`src/hw/rtl/cbst_pkg.sv`:
```
// shared types and constants for the complete bst level-order block
package cbst_pkg;

    localparam int MAX_KEYS_DEF = 64;
    localparam int KEY_BITS_DEF = 16;
    localparam int POS_BITS     = 6;

    // per-cycle commands broadcast along the cell row
    typedef struct packed {
        logic ins;    // insert the word on the key bus
        logic shift;  // move every entry one cell toward cell 0
    } cell_ctl_t;

    typedef enum logic [2:0] {
        ST_LOAD  = 3'b001,
        ST_DRAIN = 3'b010,
        ST_EMIT  = 3'b100
    } state_t;

endpackage

```
`src/hw/rtl/cbst_cell.sv`:
```
// one insertion-sort cell: holds one key and its occupied bit
module cbst_cell
    import cbst_pkg::*;
#(
    parameter int KEY_BITS = KEY_BITS_DEF
)
(
    input  logic                       clk,
    input  logic                       rst_n,
    input  cell_ctl_t                  ctl,
    input  logic signed [KEY_BITS-1:0] key_bus,
    input  logic                       left_occ,
    input  logic                       left_gt,
    input  logic signed [KEY_BITS-1:0] left_key,
    input  logic                       right_occ,
    input  logic signed [KEY_BITS-1:0] right_key,
    output logic                       occ,
    output logic                       gt,
    output logic signed [KEY_BITS-1:0] key
);

    logic                       occ_reg;
    logic                       occ_next;
    logic signed [KEY_BITS-1:0] key_reg;
    logic signed [KEY_BITS-1:0] key_next;
    logic                       take;

    // strictly greater, so equal keys stay ahead of the new one
    assign gt   = occ_reg && (key_reg > key_bus);
    assign take = ctl.ins && (gt || (!occ_reg && left_occ));

    always_comb
    begin
        occ_next = occ_reg;
        key_next = key_reg;
        if (ctl.shift)
        begin
            occ_next = right_occ;
            key_next = right_key;
        end
        else if (take)
        begin
            occ_next = 1'b1;
            key_next = left_gt ? left_key : key_bus;
        end
    end

    always_ff @(posedge clk or negedge rst_n)
    begin
        if (!rst_n)
            occ_reg <= 1'b0;
        else
            occ_reg <= occ_next;
    end

    always_ff @(posedge clk)
    begin
        key_reg <= key_next;
    end

    assign occ = occ_reg;
    assign key = key_reg;

endmodule

```
`src/hw/rtl/cbst_walk.sv`:
```
// in-order walker over the heap numbering of a complete tree
module cbst_walk
    import cbst_pkg::*;
#(
    parameter int CNT_W = 7
)
(
    input  logic             clk,
    input  logic             rst_n,
    input  logic             start,
    input  logic             step,
    input  logic [CNT_W-1:0] n_in,
    output logic [CNT_W-1:0] node
);

    localparam int W = CNT_W + 1;

    logic [CNT_W-1:0] node_reg;
    logic [CNT_W-1:0] node_next;

    // descend to the leftmost node under m
    function automatic logic [W-1:0] leftmost(input logic [W-1:0] m, input logic [W-1:0] n);
        logic [W-1:0] v;
        v = m;
        for (int s = 0; s < CNT_W; s++)
        begin
            if ({v[W-2:0], 1'b0} <= n && !v[W-1])
                v = {v[W-2:0], 1'b0};
        end
        return v;
    endfunction

    // climb past right-child links, then one more level
    function automatic logic [W-1:0] climb(input logic [W-1:0] m);
        logic [W-1:0] v;
        logic         done;
        v    = m;
        done = 1'b0;
        for (int s = 0; s < CNT_W; s++)
        begin
            if (!done)
            begin
                done = !v[0];
                v    = v >> 1;
            end
        end
        return v;
    endfunction

    logic [W-1:0] n_w;
    logic [W-1:0] cur_w;
    logic [W-1:0] right_w;
    logic [W-1:0] succ_w;
    logic [W-1:0] first_w;

    assign n_w     = W'(n_in);
    assign cur_w   = W'(node_reg);
    assign right_w = {cur_w[W-2:0], 1'b1};
    assign first_w = leftmost(W'(1), n_w);

    always_comb
    begin
        if (!cur_w[W-1] && right_w <= n_w)
            succ_w = leftmost(right_w, n_w);
        else
            succ_w = climb(cur_w);
    end

    always_comb
    begin
        node_next = node_reg;
        if (start)
            node_next = first_w[CNT_W-1:0];
        else if (step)
            node_next = succ_w[CNT_W-1:0];
    end

    always_ff @(posedge clk or negedge rst_n)
    begin
        if (!rst_n)
            node_reg <= CNT_W'(1);
        else
            node_reg <= node_next;
    end

    assign node = node_reg;

endmodule

```
`src/hw/rtl/complete_bst_level_order.sv`:
```
// top level: sorting cell row, in-order placement into a buffer, level-order emission
//
//  channel | direction | handshake            | payload
//  --------+-----------+----------------------+------------------------------------------
//  in      | input     | in_valid / in_ready  | key_in, last_in
//  out     | output    | out_valid / out_ready| key_out, tree_position, last_out, overflow
//
// loading accepts one input word per cycle; the cell row keeps the keys sorted as they arrive
// after the word marked last, the row shifts out key by key while the in-order walker
// places each key at its heap slot in the buffer; the output words then follow, each
// read through the buffer read port into a register and then into the output word
// register, with no new read while one is in flight; after the closing word the block
// stays busy until the final word of the set is taken, and in_ready is low meanwhile
// reset clears the cell occupied bits, the key count and the dropped flag; no clearing pass
// a stalled output word holds its register; reads are issued only into a free slot
module complete_bst_level_order
    import cbst_pkg::*;
#(
    parameter int MAX_KEYS = MAX_KEYS_DEF,
    parameter int KEY_BITS = KEY_BITS_DEF
)
(
    input  logic                       clk,
    input  logic                       rst_n,
    input  logic                       in_valid,
    output logic                       in_ready,
    input  logic signed [KEY_BITS-1:0] key_in,
    input  logic                       last_in,
    output logic                       out_valid,
    input  logic                       out_ready,
    output logic signed [KEY_BITS-1:0] key_out,
    output logic [POS_BITS-1:0]        tree_position,
    output logic                       last_out,
    output logic                       overflow
);

    localparam int CNT_W = $clog2(MAX_KEYS + 1);
    localparam int AW    = (MAX_KEYS > 1) ? $clog2(MAX_KEYS) : 1;

    // control state
    state_t           st_reg;
    state_t           st_next;
    logic [CNT_W-1:0] count_reg;
    logic [CNT_W-1:0] count_next;
    logic             dropped_reg;
    logic             dropped_next;
    logic [CNT_W-1:0] n_reg;
    logic [CNT_W-1:0] n_next;
    logic [CNT_W-1:0] drain_cnt_reg;
    logic [CNT_W-1:0] drain_cnt_next;
    logic [CNT_W-1:0] issue_reg;
    logic [CNT_W-1:0] issue_next;
    logic             rd_pend_reg;
    logic [CNT_W-1:0] rd_pos_reg;

    // output word register
    logic                       out_valid_reg;
    logic signed [KEY_BITS-1:0] out_key_reg;
    logic [POS_BITS-1:0]        out_pos_reg;
    logic                       out_last_reg;
    logic                       out_ovf_reg;

    logic in_fire;
    logic out_fire;
    logic store_key;
    logic rd_en;
    logic drain_en;
    logic walk_start;

    cell_ctl_t ctl;

    // cell row
    logic                       cell_occ [MAX_KEYS];
    logic                       cell_gt  [MAX_KEYS];
    logic signed [KEY_BITS-1:0] cell_key [MAX_KEYS];

    // placement buffer, indexed by heap slot and written in in-order walk order during the drain
    logic signed [KEY_BITS-1:0] mem [MAX_KEYS];
    logic signed [KEY_BITS-1:0] rd_data_reg;

    logic [CNT_W-1:0] walk_n;
    logic [CNT_W-1:0] node;
    logic [CNT_W-1:0] wr_slot;

    assign in_ready  = (st_reg == ST_LOAD);
    assign in_fire   = in_valid && in_ready;
    assign out_fire  = out_valid_reg && out_ready;
    assign store_key = in_fire && (count_reg < CNT_W'(MAX_KEYS));
    assign drain_en  = (st_reg == ST_DRAIN);
    assign walk_start = in_fire && last_in;

    assign ctl.ins   = store_key;
    assign ctl.shift = drain_en;

    // a free output slot exists when nothing is waiting or the waiting word leaves now
    assign rd_en = (st_reg == ST_EMIT) && !rd_pend_reg && (issue_reg < n_reg)
                   && (!out_valid_reg || out_ready);

    genvar gi;
    generate
        for (gi = 0; gi < MAX_KEYS; gi++)
        begin : g_cell
            logic                       l_occ;
            logic                       l_gt;
            logic signed [KEY_BITS-1:0] l_key;
            logic                       r_occ;
            logic signed [KEY_BITS-1:0] r_key;

            if (gi == 0)
            begin : g_head
                // cell 0 sees an occupied, not-greater neighbor on its left
                assign l_occ = 1'b1;
                assign l_gt  = 1'b0;
                assign l_key = '0;
            end
            else
            begin : g_body
                assign l_occ = cell_occ[gi-1];
                assign l_gt  = cell_gt[gi-1];
                assign l_key = cell_key[gi-1];
            end

            if (gi == MAX_KEYS - 1)
            begin : g_tail
                assign r_occ = 1'b0;
                assign r_key = '0;
            end
            else
            begin : g_mid
                assign r_occ = cell_occ[gi+1];
                assign r_key = cell_key[gi+1];
            end

            cbst_cell #(
                .KEY_BITS (KEY_BITS)
            ) u_cell (
                .clk       (clk),
                .rst_n     (rst_n),
                .ctl       (ctl),
                .key_bus   (key_in),
                .left_occ  (l_occ),
                .left_gt   (l_gt),
                .left_key  (l_key),
                .right_occ (r_occ),
                .right_key (r_key),
                .occ       (cell_occ[gi]),
                .gt        (cell_gt[gi]),
                .key       (cell_key[gi])
            );
        end
    endgenerate

    // walker starts with the set size of the closing word
    assign walk_n = (st_reg == ST_LOAD) ? count_next : n_reg;

    cbst_walk #(
        .CNT_W (CNT_W)
    ) u_walk (
        .clk   (clk),
        .rst_n (rst_n),
        .start (walk_start),
        .step  (drain_en),
        .n_in  (walk_n),
        .node  (node)
    );

    assign wr_slot = node - CNT_W'(1);

    // buffer write: smallest remaining key goes to the next in-order node
    always_ff @(posedge clk)
    begin
        if (drain_en)
            mem[wr_slot[AW-1:0]] <= cell_key[0];
    end

    always_ff @(posedge clk)
    begin
        if (rd_en)
            rd_data_reg <= mem[issue_reg[AW-1:0]];
    end

    // sequencer
    always_comb
    begin
        st_next        = st_reg;
        count_next     = count_reg;
        dropped_next   = dropped_reg;
        n_next         = n_reg;
        drain_cnt_next = drain_cnt_reg;
        issue_next     = issue_reg;

        unique case (st_reg)
            ST_LOAD:
            begin
                if (store_key)
                    count_next = count_reg + CNT_W'(1);
                else if (in_fire)
                    dropped_next = 1'b1;
                if (walk_start)
                begin
                    n_next         = count_next;
                    drain_cnt_next = '0;
                    st_next        = ST_DRAIN;
                end
            end
            ST_DRAIN:
            begin
                drain_cnt_next = drain_cnt_reg + CNT_W'(1);
                if (drain_cnt_reg == n_reg - CNT_W'(1))
                begin
                    issue_next = '0;
                    st_next    = ST_EMIT;
                end
            end
            ST_EMIT:
            begin
                if (rd_en)
                    issue_next = issue_reg + CNT_W'(1);
                if (out_fire && out_last_reg)
                begin
                    count_next   = '0;
                    dropped_next = 1'b0;
                    st_next      = ST_LOAD;
                end
            end
            default:
            begin
                st_next = ST_LOAD;
            end
        endcase
    end

    always_ff @(posedge clk or negedge rst_n)
    begin
        if (!rst_n)
        begin
            st_reg        <= ST_LOAD;
            count_reg     <= '0;
            dropped_reg   <= 1'b0;
            n_reg         <= '0;
            drain_cnt_reg <= '0;
            issue_reg     <= '0;
            rd_pend_reg   <= 1'b0;
            out_valid_reg <= 1'b0;
        end
        else
        begin
            st_reg        <= st_next;
            count_reg     <= count_next;
            dropped_reg   <= dropped_next;
            n_reg         <= n_next;
            drain_cnt_reg <= drain_cnt_next;
            issue_reg     <= issue_next;
            rd_pend_reg   <= rd_en;
            if (rd_pend_reg)
                out_valid_reg <= 1'b1;
            else if (out_fire)
                out_valid_reg <= 1'b0;
        end
    end

    // output word payload
    always_ff @(posedge clk)
    begin
        if (rd_en)
            rd_pos_reg <= issue_reg;
        if (rd_pend_reg)
        begin
            out_key_reg  <= rd_data_reg;
            out_pos_reg  <= POS_BITS'(rd_pos_reg);
            out_last_reg <= (rd_pos_reg == n_reg - CNT_W'(1));
            out_ovf_reg  <= dropped_reg;
        end
    end

    assign out_valid     = out_valid_reg;
    assign key_out       = out_key_reg;
    assign tree_position = out_pos_reg;
    assign last_out      = out_last_reg;
    assign overflow      = out_ovf_reg;

    // loading and emitting never overlap
    a_no_overlap: assert property (@(posedge clk) disable iff (!rst_n)
        !(in_ready && out_valid_reg))
        else $error("input taken while an output word is pending");

    // the walker stays inside the tree while placing keys
    a_node_range: assert property (@(posedge clk) disable iff (!rst_n)
        (st_reg == ST_DRAIN) |-> (node != '0) && (node <= n_reg))
        else $error("walker left the tree during drain");

    // every set has at least one key
    a_set_nonempty: assert property (@(posedge clk) disable iff (!rst_n)
        (st_reg != ST_LOAD) |-> (n_reg != '0))
        else $error("empty set closed");

    // the final word of a set hands control back to loading
    a_back_to_load: assert property (@(posedge clk) disable iff (!rst_n)
        (out_fire && out_last_reg) |=> in_ready)
        else $error("block did not return to loading after final word");

endmodule

```
`config.mk`:
```
export PLATFORM = sky130hd
export DESIGN_NAME = complete_bst_level_order
export DESIGN_NICKNAME = d
export VERILOG_FILES = /design/src/hw/rtl/cbst_pkg.sv /design/src/hw/rtl/cbst_cell.sv /design/src/hw/rtl/cbst_walk.sv /design/src/hw/rtl/complete_bst_level_order.sv
export SDC_FILE = /design/constraint.sdc
export NUM_CORES = 2
export LEC_CHECK = 0
export ABC_CLOCK_PERIOD_IN_PS = 25700
export BUFFER_PORTS_ARGS = -buffer_cell sky130_fd_sc_hd__buf_2
export CAP_MARGIN = 20
export CORE_MARGIN = 5
export CORE_UTILIZATION = 55
export DETAILED_ROUTE_END_ITERATION = 7
export GPL_ROUTABILITY_DRIVEN = 0
export GPL_TIMING_DRIVEN = 1
export PLACE_DENSITY = 0.71
export SETUP_SLACK_MARGIN = 0.3
export SLEW_MARGIN = 25
export SYNTH_ARGS = -nofsm -noshare
export SYNTH_HDL_FRONTEND = slang
export SYNTH_HIERARCHICAL = 1
export SYNTH_SLANG_ARGS = --single-unit
export TNS_END_PERCENT = 5
```
`constraint.sdc`:
```
create_clock -name clk -period 25.7 [get_ports clk]
set_clock_uncertainty 0.15 [all_clocks]
set_input_delay 3.855 -clock clk [delete_from_list [all_inputs] [get_ports clk]]
set_output_delay 3.855 -clock clk [all_outputs]
set_load 0.01 [all_outputs]
```
==> metrics.sh <==
PLACE.DETAILED.HPWL_UM=225900
GLOBALROUTEMET2UTIL_PCT=44.89
GLOBALROUTEOVERFLOWTOTAL=0
TOTALNEGATIVESETUPSLACK_NS=0
CTS.REPAIR.RESIZED=0
CTS.PATH.MAX_BUFFERS=3
WORSTREG2REGSTART='st_reg[0]'
FP.DIEH_UM=492.6
TIMING.MAX_SLEW.REL_SLACK_PCT=21.49
NUMCTSBUFFERS=231
GRT_START_MAX_NET_PINS=247
VIAS_PER_CELL=6.300
DIEWIDTH_UM=492.6
REPORT.FINAL.SETUP_VIOL=0
VIAS=91570
TIMING.HOLD.WORST.CLASS='flop to flop'
TIMING_WORST_SLEW_PIN_VALUE_NS=1.174
CLOCK_LATENCY_NS=0.96
FINAL.MIN_CLOCK_PERIOD_NS=20.02
GRT_SETUP_UNREPAIRED='no'
ROUTE.ANTENNA.REMAINING_NETS=0
FIN_CELLS=14536
GROUTE.LAYER.MET1.USAGE_PCT=36.69
CRIT_SLOWEST_CELL='a2111oi_0'
ENDPOINT='u_walk/node[2]'
FINAL_NETS=12419
RUN_STATUS='finished, violations left'
FIRSTDRTPASSITERS=8
FINAL_DESIGN_AREA_NO_FILL_UM2=140400
ANTENNA_FOUND_INITIAL=8
IO_BUFFERS=46
WORST_R2R_PATH_DEPTH=67
POST_CTS_BUFFERS=0
POST_ROUTE_CELLS_DRIVE_ABOVE_1_SHARE_PCT=8.834
POSTPLACECELLAREA_UM2=132500
GROUTE.USAGE.OVERALL_PCT=27.11
CPMOSTUSEDCELL='ha_1'
DETAILEDROUTE.FIRSTITERATIONVIOLATIONS=10012
CORE.ROWCOUNT=177
DRC=2
R2R_SETUP_SLK_NS=7.64
YOSYS_WARNINGS=6
POSTCTSHOLDBUFS=0
STATIC-LEAKAGE-POWER_uW=0.05552
SLOWEST_DELAY_NS=0.54
CLOCK.FMAX_GHz=0.04995
SYN-MEAN-INSTANCE-AREA_UM2=11.44
CP_REQUIRED_NS=26.32
CLKSLEWWORSTSETUPHOLDPATHS_NS=0.07
REPORT.FINAL.HOLD_VIOL_COUNT=0
PLACEABLECOREAREA_UM2=232100
GRT_PASS1_WL_UM=525500
CRITICAL_PATH_CLASS='primary input to flop'
FIRST_GLOBAL_VIAS=92562
RR_ENDPOINT='u_walk/node[2]'
DRV.MAX_CAP_VIOLATION_COUNT=0
FINAL_CRITICAL_PATH_SETUP_SLACK_NS=5.679
CELLPOWERDENSITY_nW_PER_UM2=113.9
DIE-AREA_UM2=242700
PLACEMENT.SETUP.WORST_SLACK_NS=5.374
INITIAL_UTILIZATION_PCT=55.19
CTS_ROOT_BUF='clkbuf_16'
GRT_MOST_USED_LAYER='met2'
NUMCLOCKSINKS=2200
WORST_SETUP_PATH_START_KIND='primary input'
SYN_INST=11198
BIGGEST_FANOUT_ALONG_THE_WORST_TIMING_PATH=71
CTS_TREE='done'
HOLD_PATH_STARTPOINT='rd_data_reg[6]'
FAILING_CHECKS='DRC'
DETAIL_ROUTE.WIRELENGTH_UM=338200
TOTAL_COUNT_OF_MAX_TRANSITION_VIOLATIONS_IN_THE_FINAL_REPORT=0
FIN_CRIT_SH_PCT=77.90
BOUNDARYPINS=47
FILLERINSTANCES=18009
WORST_SETUP_PATH_STARTPOINT='in_valid'
DESIGN_POWER_TOTAL_uW=15990
WORST_SETUP_PATH_END_KIND='flop'
AREA_GROWTH_SYN_TO_LAYOUT_PCT=9.632
INST_COUNT_DP=14101
IR_DROP_mV=0.2269
H-TREE-DEPTH=4
GRT_MET3_USAGE_PCT=3.905
WORSTPATHARRIVAL_NS=20.64
DRT-WIRELENGTH-PER-CELL_UM=23.26
POST_SYNTH_INSTANCE_AREA_UM2=128100
-- worst min-delay path by stage --
stage / endpoint / slack, ns / cells past startpoint
detailed placement: key_out[13] / 0.26 / 0
floorplan: key_out[0] / 0.25 / 0
global placement: key_out[1] / 0.27 / 0
finish: key_out[6] / 0.28 / 0
global route: key_out[6] / 0.29 / 0
CTS: key_out[13] / 0.29 / 0
-- per-layer routing --
metal,routed length (um),vias to the layer above
met4,12180,4
met2,160400,4085
li1,-,41691
met1,138800,45047
met5,31,-
met3,26800,743
-- final cells by class --
type / instances / area, um^2 / area share, %
antenna: 3 / 7.507 / 0.005346
clock buffer: 286 / 6180 / 4.401
clock inverter: 145 / 1667 / 1.187
inverter: 1150 / 4332 / 3.085
multi-input combinational: 7376 / 56270 / 40.07
sequential: 2200 / 65550 / 46.68
tap: 3043 / 3807 / 2.711
timing repair buffer: 333 / 2615 / 1.862
-- cell usage in the layout (no fill, tap or decap), types with 244 or more instances in the layout --
cell	n
ha_1	1106
o21ai_0	1209
mux2i_1	1059
edfxtp_1	2095
mux4_2	244
inv_1	1146
nand2_1	1358
nor2_1	295
buf_4	275
nand4_1	272
a21oi_1	469
-- power breakdown --
part | total (uW) | switching, uW | internal [uW]
clock | 3440 | 1490 | 1950
sequential | 5760 | 685 | 5070
combinational | 6800 | 3980 | 2820
total | 16000 | 6150 | 9840
-- worst max-delay path, delay by kind of cell --
family / cells / cell delay (ns)
adders and majority gates: 7 / 2.29
muxes: 3 / 1.29
and+or+nand+nor: 21 / 4.45
buffers and inverters: 7 / 1.25
AOI/OAI and AO/OA: 30 / 7.43
-- metrics by stage --
| step | hold slack [ns] | util, % |
|---|---|---|
| floorplan | 0.2503 | - |
| global placement | 0.2679 | 57.09 |
| detailed placement | 0.2555 | 57.10 |
| CTS | 0.2853 | 60.48 |
| global route | 0.2921 | 60.50 |
| finish | 0.2804 | 60.51 |
Note: power is estimated with default switching activity, not from simulation.
